<file path="src/hw/rtl/sews_pkg.sv">
// Shared types, codes and constants for the SPI EEPROM word sequencer.
package sews_pkg;

    // Stream word widths
    localparam int unsigned S_TDATA_W  = 56;
    localparam int unsigned S_TUSER_W  = 3;
    localparam int unsigned M_TDATA_W  = 48;
    localparam int unsigned CFG_IDX_W  = 3;
    localparam int unsigned CFG_DATA_W = 8;

    // Request kinds carried on s_tuser
    localparam logic [2:0] REQ_READ16  = 3'd0;
    localparam logic [2:0] REQ_READ32  = 3'd1;
    localparam logic [2:0] REQ_WRITE16 = 3'd2;
    localparam logic [2:0] REQ_WRITE32 = 3'd3;
    localparam logic [2:0] REQ_XFER    = 3'd4;

    // Configuration register indexes
    localparam logic [CFG_IDX_W-1:0] CFG_OP_READ      = 3'd0;
    localparam logic [CFG_IDX_W-1:0] CFG_OP_WRITE     = 3'd1;
    localparam logic [CFG_IDX_W-1:0] CFG_OP_WREN      = 3'd2;
    localparam logic [CFG_IDX_W-1:0] CFG_OP_WRDI      = 3'd3;
    localparam logic [CFG_IDX_W-1:0] CFG_OP_RDSR      = 3'd4;

    // Opcode reset values
    localparam logic [7:0] OP_READ_RST  = 8'h03;
    localparam logic [7:0] OP_WRITE_RST = 8'h02;
    localparam logic [7:0] OP_WREN_RST  = 8'h06;
    localparam logic [7:0] OP_WRDI_RST  = 8'h04;
    localparam logic [7:0] OP_RDSR_RST  = 8'h05;

    // Status register busy bit
    localparam int unsigned STATUS_WIP_BIT = 0;

    // Sequencer phases
    typedef enum logic [4:0] {
        PH_IDLE      = 5'd0,
        PH_POLLA_CMD = 5'd1,
        PH_POLLA_DAT = 5'd2,
        PH_WREN      = 5'd3,
        PH_POLLB_CMD = 5'd4,
        PH_POLLB_DAT = 5'd5,
        PH_WR_CMD    = 5'd6,
        PH_WR_AHI    = 5'd7,
        PH_WR_ALO    = 5'd8,
        PH_WR_DATA   = 5'd9,
        PH_ST3_CMD   = 5'd10,
        PH_ST3_DAT   = 5'd11,
        PH_WRDI      = 5'd12,
        PH_ST4_CMD   = 5'd13,
        PH_ST4_DAT   = 5'd14,
        PH_RD_CMD    = 5'd15,
        PH_RD_AHI    = 5'd16,
        PH_RD_ALO    = 5'd17,
        PH_RD_DATA   = 5'd18
    } phase_t;

endpackage

</file>
<file path="src/hw/rtl/spi_eeprom_word_sequencer.sv">
// Top level of the SPI EEPROM word sequencer: input stage, phase logic, result stage.
//
// Usage
//   The slave stream takes one word per event: a request (read16, read32, write16,
//   write32, kind on s_tuser) or the report that the byte in flight has finished
//   shifting (kind 4, with the received byte in s_tdata). Every accepted word gives
//   exactly one result word on the master stream: the next byte to shift out with
//   its chip select level, the write protect level, and on completion the done flag
//   with the assembled big-endian read data. A request arriving mid-sequence is
//   dropped and answered with busy_reject. Opcodes are set through the cfg_ write
//   port; the user must do so only while idle, as the block does not enforce it.
// Pipeline and throughput
//   An accepted word is registered in the input stage, then processed by the phase
//   logic and registered with the phase update in the result stage, which drives
//   m_tvalid. One word per cycle is sustained while m_tready is high.
// Reset
//   aresetn (synchronous, active low) empties both stages, returns the sequencer to
//   idle with write protect asserted, and restores the default opcodes.
// Stall
//   While m_tready is low the result word holds; one further word is taken into the
//   input stage, after which s_tready drops until the result is taken.
module spi_eeprom_word_sequencer (
    input  logic                                aclk,
    input  logic                                aresetn,
    // s_tdata: slot_index[13:0], write_value[45:14], rx_byte[53:46], zero pad[55:54]
    input  logic [sews_pkg::S_TDATA_W-1:0]      s_tdata,
    // s_tuser: req_type[2:0]
    input  logic [sews_pkg::S_TUSER_W-1:0]      s_tuser,
    input  logic                                s_tvalid,
    output logic                                s_tready,
    // m_tdata: tx_valid[0], tx_byte[8:1], select_active[9], protect_released[10],
    //          read_value[42:11], done_res[43], busy_reject[44], zero pad[47:45]
    output logic [sews_pkg::M_TDATA_W-1:0]      m_tdata,
    output logic                                m_tvalid,
    input  logic                                m_tready,
    input  logic                                cfg_wr_en,
    input  logic [sews_pkg::CFG_IDX_W-1:0]      cfg_index,
    input  logic [sews_pkg::CFG_DATA_W-1:0]     cfg_wdata
);
    import sews_pkg::*;

    // Opcode registers
    logic [7:0]  op_read_reg;
    logic [7:0]  op_write_reg;
    logic [7:0]  op_wren_reg;
    logic [7:0]  op_wrdi_reg;
    logic [7:0]  op_rdsr_reg;

    // Input stage
    logic        in_valid_reg;
    logic [2:0]  in_req_reg;
    logic [13:0] in_slot_reg;
    logic [31:0] in_wv_reg;
    logic [7:0]  in_rx_reg;

    // Sequencer state
    phase_t      phase_reg,        phase_next;
    logic [2:0]  byte_count_reg,   byte_count_next;
    logic [1:0]  request_kind_reg, request_kind_next;
    logic [15:0] byte_address_reg, byte_address_next;
    logic [31:0] data_shift_reg,   data_shift_next;
    logic        protect_level_reg, protect_level_next;

    // Result stage
    logic                 out_valid_reg;
    logic [M_TDATA_W-1:0] out_data_reg;

    logic        fire;
    logic        s_accept;
    logic        tx;
    logic        done;
    logic        reject;
    logic [31:0] rd_value;
    logic [7:0]  tx_byte;

    // Process the staged word when the result stage is free or draining
    assign fire     = in_valid_reg && (!out_valid_reg || m_tready);
    assign s_tready = !in_valid_reg || fire;
    assign s_accept = s_tvalid && s_tready;
    assign m_tvalid = out_valid_reg;
    assign m_tdata  = out_data_reg;

    // Configuration writes; indexes past the list are dropped
    always_ff @(posedge aclk) begin
        if (!aresetn) begin
            op_read_reg  <= OP_READ_RST;
            op_write_reg <= OP_WRITE_RST;
            op_wren_reg  <= OP_WREN_RST;
            op_wrdi_reg  <= OP_WRDI_RST;
            op_rdsr_reg  <= OP_RDSR_RST;
        end else if (cfg_wr_en) begin
            unique case (cfg_index)
                CFG_OP_READ:  op_read_reg  <= cfg_wdata;
                CFG_OP_WRITE: op_write_reg <= cfg_wdata;
                CFG_OP_WREN:  op_wren_reg  <= cfg_wdata;
                CFG_OP_WRDI:  op_wrdi_reg  <= cfg_wdata;
                CFG_OP_RDSR:  op_rdsr_reg  <= cfg_wdata;
                default: ;
            endcase
        end
    end

    // Capture the incoming word
    always_ff @(posedge aclk) begin
        if (!aresetn) begin
            in_valid_reg <= 1'b0;
        end else begin
            in_valid_reg <= s_accept || (in_valid_reg && !fire);
        end
        if (s_accept) begin
            in_req_reg  <= s_tuser;
            in_slot_reg <= s_tdata[13:0];
            in_wv_reg   <= s_tdata[45:14];
            in_rx_reg   <= s_tdata[53:46];
        end
    end

    // Next phase, shifts and result fields
    always_comb begin
        phase_next         = phase_reg;
        byte_count_next    = byte_count_reg;
        request_kind_next  = request_kind_reg;
        byte_address_next  = byte_address_reg;
        data_shift_next    = data_shift_reg;
        protect_level_next = protect_level_reg;
        tx       = 1'b0;
        done     = 1'b0;
        reject   = 1'b0;
        rd_value = 32'd0;

        if (!in_req_reg[2]) begin
            // New request: start only from idle
            if (phase_reg != PH_IDLE) begin
                reject = 1'b1;
            end else begin
                request_kind_next = in_req_reg[1:0];
                byte_address_next = {in_slot_reg, 2'b00};
                byte_count_next   = in_req_reg[0] ? 3'd4 : 3'd2;
                if (in_req_reg[1]) begin
                    data_shift_next    = in_req_reg[0] ? in_wv_reg : {in_wv_reg[15:0], 16'd0};
                    protect_level_next = 1'b0;
                end else begin
                    data_shift_next = 32'd0;
                end
                phase_next = PH_POLLA_CMD;
                tx         = 1'b1;
            end
        end else if (in_req_reg == REQ_XFER && phase_reg != PH_IDLE) begin
            // Byte finished: advance the sequence
            unique case (phase_reg)
                PH_POLLA_CMD: phase_next = PH_POLLA_DAT;
                PH_POLLA_DAT: begin
                    if (in_rx_reg[STATUS_WIP_BIT]) begin
                        phase_next = PH_POLLA_CMD;
                    end else begin
                        phase_next = request_kind_reg[1] ? PH_WREN : PH_RD_CMD;
                    end
                end
                PH_WREN:      phase_next = PH_POLLB_CMD;
                PH_POLLB_CMD: phase_next = PH_POLLB_DAT;
                PH_POLLB_DAT: begin
                    phase_next = in_rx_reg[STATUS_WIP_BIT] ? PH_POLLB_CMD : PH_WR_CMD;
                end
                PH_WR_CMD:    phase_next = PH_WR_AHI;
                PH_WR_AHI:    phase_next = PH_WR_ALO;
                PH_WR_ALO:    phase_next = PH_WR_DATA;
                PH_WR_DATA: begin
                    data_shift_next = {data_shift_reg[23:0], 8'd0};
                    byte_count_next = byte_count_reg - 3'd1;
                    phase_next      = (byte_count_next == 3'd0) ? PH_ST3_CMD : PH_WR_DATA;
                end
                PH_ST3_CMD:   phase_next = PH_ST3_DAT;
                PH_ST3_DAT:   phase_next = PH_WRDI;
                PH_WRDI: begin
                    protect_level_next = 1'b1;
                    phase_next         = PH_ST4_CMD;
                end
                PH_ST4_CMD:   phase_next = PH_ST4_DAT;
                PH_RD_CMD:    phase_next = PH_RD_AHI;
                PH_RD_AHI:    phase_next = PH_RD_ALO;
                PH_RD_ALO:    phase_next = PH_RD_DATA;
                PH_RD_DATA: begin
                    data_shift_next = {data_shift_reg[23:0], in_rx_reg};
                    byte_count_next = byte_count_reg - 3'd1;
                    phase_next      = (byte_count_next == 3'd0) ? PH_IDLE : PH_RD_DATA;
                end
                default:      phase_next = PH_IDLE;
            endcase

            if (phase_next == PH_IDLE) begin
                done = 1'b1;
                if (phase_reg == PH_RD_DATA) begin
                    rd_value = data_shift_next;
                end
            end else begin
                tx = 1'b1;
            end
        end

        // Byte to shift out for the phase entered
        tx_byte = 8'd0;
        if (tx) begin
            unique case (phase_next)
                PH_POLLA_CMD, PH_POLLB_CMD, PH_ST3_CMD, PH_ST4_CMD: tx_byte = op_rdsr_reg;
                PH_WREN:              tx_byte = op_wren_reg;
                PH_WR_CMD:            tx_byte = op_write_reg;
                PH_WRDI:              tx_byte = op_wrdi_reg;
                PH_RD_CMD:            tx_byte = op_read_reg;
                PH_WR_AHI, PH_RD_AHI: tx_byte = byte_address_next[15:8];
                PH_WR_ALO, PH_RD_ALO: tx_byte = byte_address_next[7:0];
                PH_WR_DATA:           tx_byte = data_shift_next[31:24];
                default:              tx_byte = 8'd0;
            endcase
        end
    end

    // Sequencer state register
    always_ff @(posedge aclk) begin
        if (!aresetn) begin
            phase_reg         <= PH_IDLE;
            byte_count_reg    <= 3'd0;
            request_kind_reg  <= 2'd0;
            byte_address_reg  <= 16'd0;
            data_shift_reg    <= 32'd0;
            protect_level_reg <= 1'b1;
        end else if (fire) begin
            phase_reg         <= phase_next;
            byte_count_reg    <= byte_count_next;
            request_kind_reg  <= request_kind_next;
            byte_address_reg  <= byte_address_next;
            data_shift_reg    <= data_shift_next;
            protect_level_reg <= protect_level_next;
        end
    end

    // Result stage: load on fire, hold while stalled
    always_ff @(posedge aclk) begin
        if (!aresetn) begin
            out_valid_reg <= 1'b0;
        end else begin
            out_valid_reg <= fire || (out_valid_reg && !m_tready);
        end
        if (fire) begin
            out_data_reg <= {3'd0, reject, done, rd_value, !protect_level_next,
                             tx, tx_byte, tx};
        end
    end

endmodule

</file>
<file path="config.mk">
export PLATFORM = sky130hd
export DESIGN_NAME = spi_eeprom_word_sequencer
export DESIGN_NICKNAME = d
export VERILOG_FILES = /design/src/hw/rtl/sews_pkg.sv /design/src/hw/rtl/spi_eeprom_word_sequencer.sv
export SDC_FILE = /design/constraint.sdc
export NUM_CORES = 1
export LEC_CHECK = 0
export BUFFER_PORTS_ARGS = -buffer_cell sky130_fd_sc_hd__buf_4
export CORE_AREA = 2 2 129 131
export DETAILED_ROUTE_END_ITERATION = 7
export DIE_AREA = 0 0 131 133
export PLACE_DENSITY = 0.8
export SYNTH_ARGS = -nofsm -noshare
export SYNTH_HDL_FRONTEND = slang
export SYNTH_SLANG_ARGS = --single-unit
export TNS_END_PERCENT = 50
</file>
<file path="constraint.sdc">
create_clock -name aclk -period 3.85 [get_ports aclk]
set_input_delay 0.77 -clock aclk [delete_from_list [all_inputs] [get_ports aclk]]
set_output_delay 0.77 -clock aclk [all_outputs]
set_load 0.01 [all_outputs]
</file>
==> metrics.cfg <==
[yosys]
synth-edff-count=101
yosys-mux-area-fraction=0.0527
synth_fa_ha_area_frac=0.00272
seq_area_frac_synth=0.548
synth.ff_latch_count=201
async_reset_ff_frac=0
yosys_warnings=0
synth_top_family_by_area=compound AO/OA/AOI/OAI gates
synth-simple-area-share=0.164
syn_avg_cell_area_um2=10.5
ys_types=70
syn_area_um2=9190
synth_xor_area_frac=0.00191
synth_compound_area_frac=0.194
synth_flop_cell=edfxtp_1
synth_cells=872

[routing]
wl_per_cell_um=18.5
routed_via_density=5.94
dr.pass1.iters=5
drc=0
wl_um=22300
detail-route-antenna-nets=0
vias=7148
drt_iter0_drc=760

[critical_path]
worst_ep_required_time_ns=4.18
slowest_stage=dfxtp_1
slowest_delay_ns=0.75
crit_path_end_kind=flip-flop
cp_top_family=compound AO/OA/AOI/OAI gates
crit_chain=nor3_1 -> a221oi_1 -> a41oi_1 -> a31oi_4 -> nand3_2 -> o32ai_4 -> a32oi_1 -> a31oi_1
path_buf_inv=0
worstSetupPathType=reg2reg
cp-start-kind=flip-flop
critical_path.max_fanout=23
worstPathArrival_ns=3.75

[timing]
final-setup-viol-count=0
hold_viol=0
tightestPinTransition_ns=0.951
fmax_mhz=293
skew_ns=0.00718
finalMaxSlewViolations=0
fin_crit_sh=0.887
max_slew_margin=0.366
tns_ns=0
setup_ws_ns=0.434
rsz0062_at_grt=no
holdWs_ns=0.441
fin_crit_ns=3.42

[clock_network]
path_clk_slew_ns=0.06
cts_sinks=201
cts_made_buffers=22
ctsResizeCount=0
ctsHoldBuffers=0
cts_root_buf=clkbuf_16
clk_latency_ns=0.50
clock_path_buffers=3
h-tree-depth=1
cts_tree=done
post-cts-setup-buffers=0

[die]
dieArea_um2=17400
rows=47
fp.dieW_um=131
start_util=0.568
fp.dieH_um=133
ioPinCount=125
coreArea_um2=16200

[pwr]
seqPwrFrac=0.489
pwr-share-comb=0.106
ir_drop_uv=404
swShare=0.243
power_switching_w=0.00120
clockPowerShare=0.405
powerDensity_nw_per_um2=454
leakage_nw=4.33
intPower_w=0.00373

[cells_and_area]
final_common_cell=nand2_1
area_growth_pct=18.2
nNetsFinal=1045
largest_reg_flops=44
final_cell_mix=nand2_1, buf_4, edfxtp_1
drive_gt1_frac=0.196
diodes=0

[place]
port_buffers=119
dp_slack_ns=0.489
post-dp-hpwl_um=15100
gp_congestion=0.842

[global_route]
grt.overflow.total=0
antenna_found_initial=0
grt_max_degree=101
grt_pass1_wl_um=34900
grt_pass1_vias=6631
grt_usage=0.255

[run_status]
status=complete, no violations

[flow_run]
maxCapViolations=0

[worst_hold_path]
hold_class=in2reg

## stage by stage
| stage | util | area [um2] | power, W | cells |
|---|---|---|---|---|
| 6_report | 0.672 | 10900 | 0.00493 | 1204 |
| 5_1_grt | 0.672 | 10900 | 0.00509 | 1204 |
| 4_1_cts | 0.672 | 10900 | 0.00494 | 1204 |
| 3_5_place_dp | 0.629 | 10200 | 0.00297 | 1164 |
| 3_3_place_gp | 0.629 | 10200 | 0.00296 | 1164 |
| 2_1_floorplan | - | 9190 | 0.00277 | 874 |
## synthesized netlist by cell type, drive strengths merged, types with 2 or more instances
cell	number	area, um2
a211oi	10	75.1
a21boi	49	368
a21oi	17	96.4
a221oi	10	87.6
a22o	2	17.5
a22oi	26	195
a2bb2oi	7	61.3
a31oi	10	77.6
a32oi	6	52.6
a41oi	2	36.3
and2	7	43.8
and3	7	43.8
buf	25	160
clkbuf	37	139
dfxtp	100	2000
edfxtp	101	3030
ha	2	25.0
inv	6	22.5
mux2i	48	484
nand2	181	679
nand2b	10	62.6
nand3	17	90.1
nor2	65	259
nor2b	14	87.6
nor3	13	81.3
nor4	4	55.1
o211a	31	318
o211ai	18	135
o21ai	13	65.1
o221a	3	42.5
o22ai	3	18.8
or2	3	18.8
or3b	4	35.0
xnor2	2	17.5
## cell type report
type / count / area (um2)
clock buffer: 31 / 604
clock inverter: 9 / 87.6
fill: 1203 / 5310
inverter: 7 / 26.3
multi-input combinational: 604 / 3840
sequential: 201 / 5030
tap: 220 / 275
timing repair buffer: 132 / 991
## metal layers
| layer | GRT usage | routed length (um) |
|---|---|---|
| met5 | 0 | 0 |
| met4 | 0.0833 | 674 |
| met3 | 0.0416 | 1620 |
| met2 | 0.400 | 10500 |
| met1 | 0.363 | 9530 |
## power by group through the flow
stage / clock network, W / registers, W / logic [W]
floorplan: 0 / 0.00244 / 0.000334
global placement: 0 / 0.00245 / 0.000507
detailed placement: 0 / 0.00245 / 0.000513
CTS: 0.00202 / 0.00241 / 0.000518
global route: 0.00210 / 0.00242 / 0.000564
finish: 0.00200 / 0.00241 / 0.000521
## final timing paths
kind	from	end	slack, ns	cells past startpoint
hold / removal	s_tdata[47]	in_rx_reg[1]$_DFFE_PP_	0.44	1
setup reg to reg	phase_reg[2]$_SDFFE_PN0P_	m_tdata[3]$_SDFFCE_PN0P_	0.43	8
hold reg to reg	byte_address_reg[11]$_SDFFE_PN0P_	byte_address_reg[11]$_SDFFE_PN0P_	0.47	2
setup / recovery	phase_reg[2]$_SDFFE_PN0P_	m_tdata[3]$_SDFFCE_PN0P_	0.43	8
## cells by family (layout without fill, tap and decap cells)
| kind of cell | after synthesis | in the layout |
|---|---|---|
| XOR/XNOR | 2 | 2 |
| buffers and inverters | 69 | 179 |
| adder cells (fa/ha/maj) | 2 | 2 |
| multiplexers | 48 | 48 |
| other | 1 | 3 |
| AND/OR/NAND/NOR | 332 | 332 |
| flip-flops | 201 | 201 |
| AO/OA/AOI/OAI | 217 | 217 |
(Power assumes the default switching activity.)
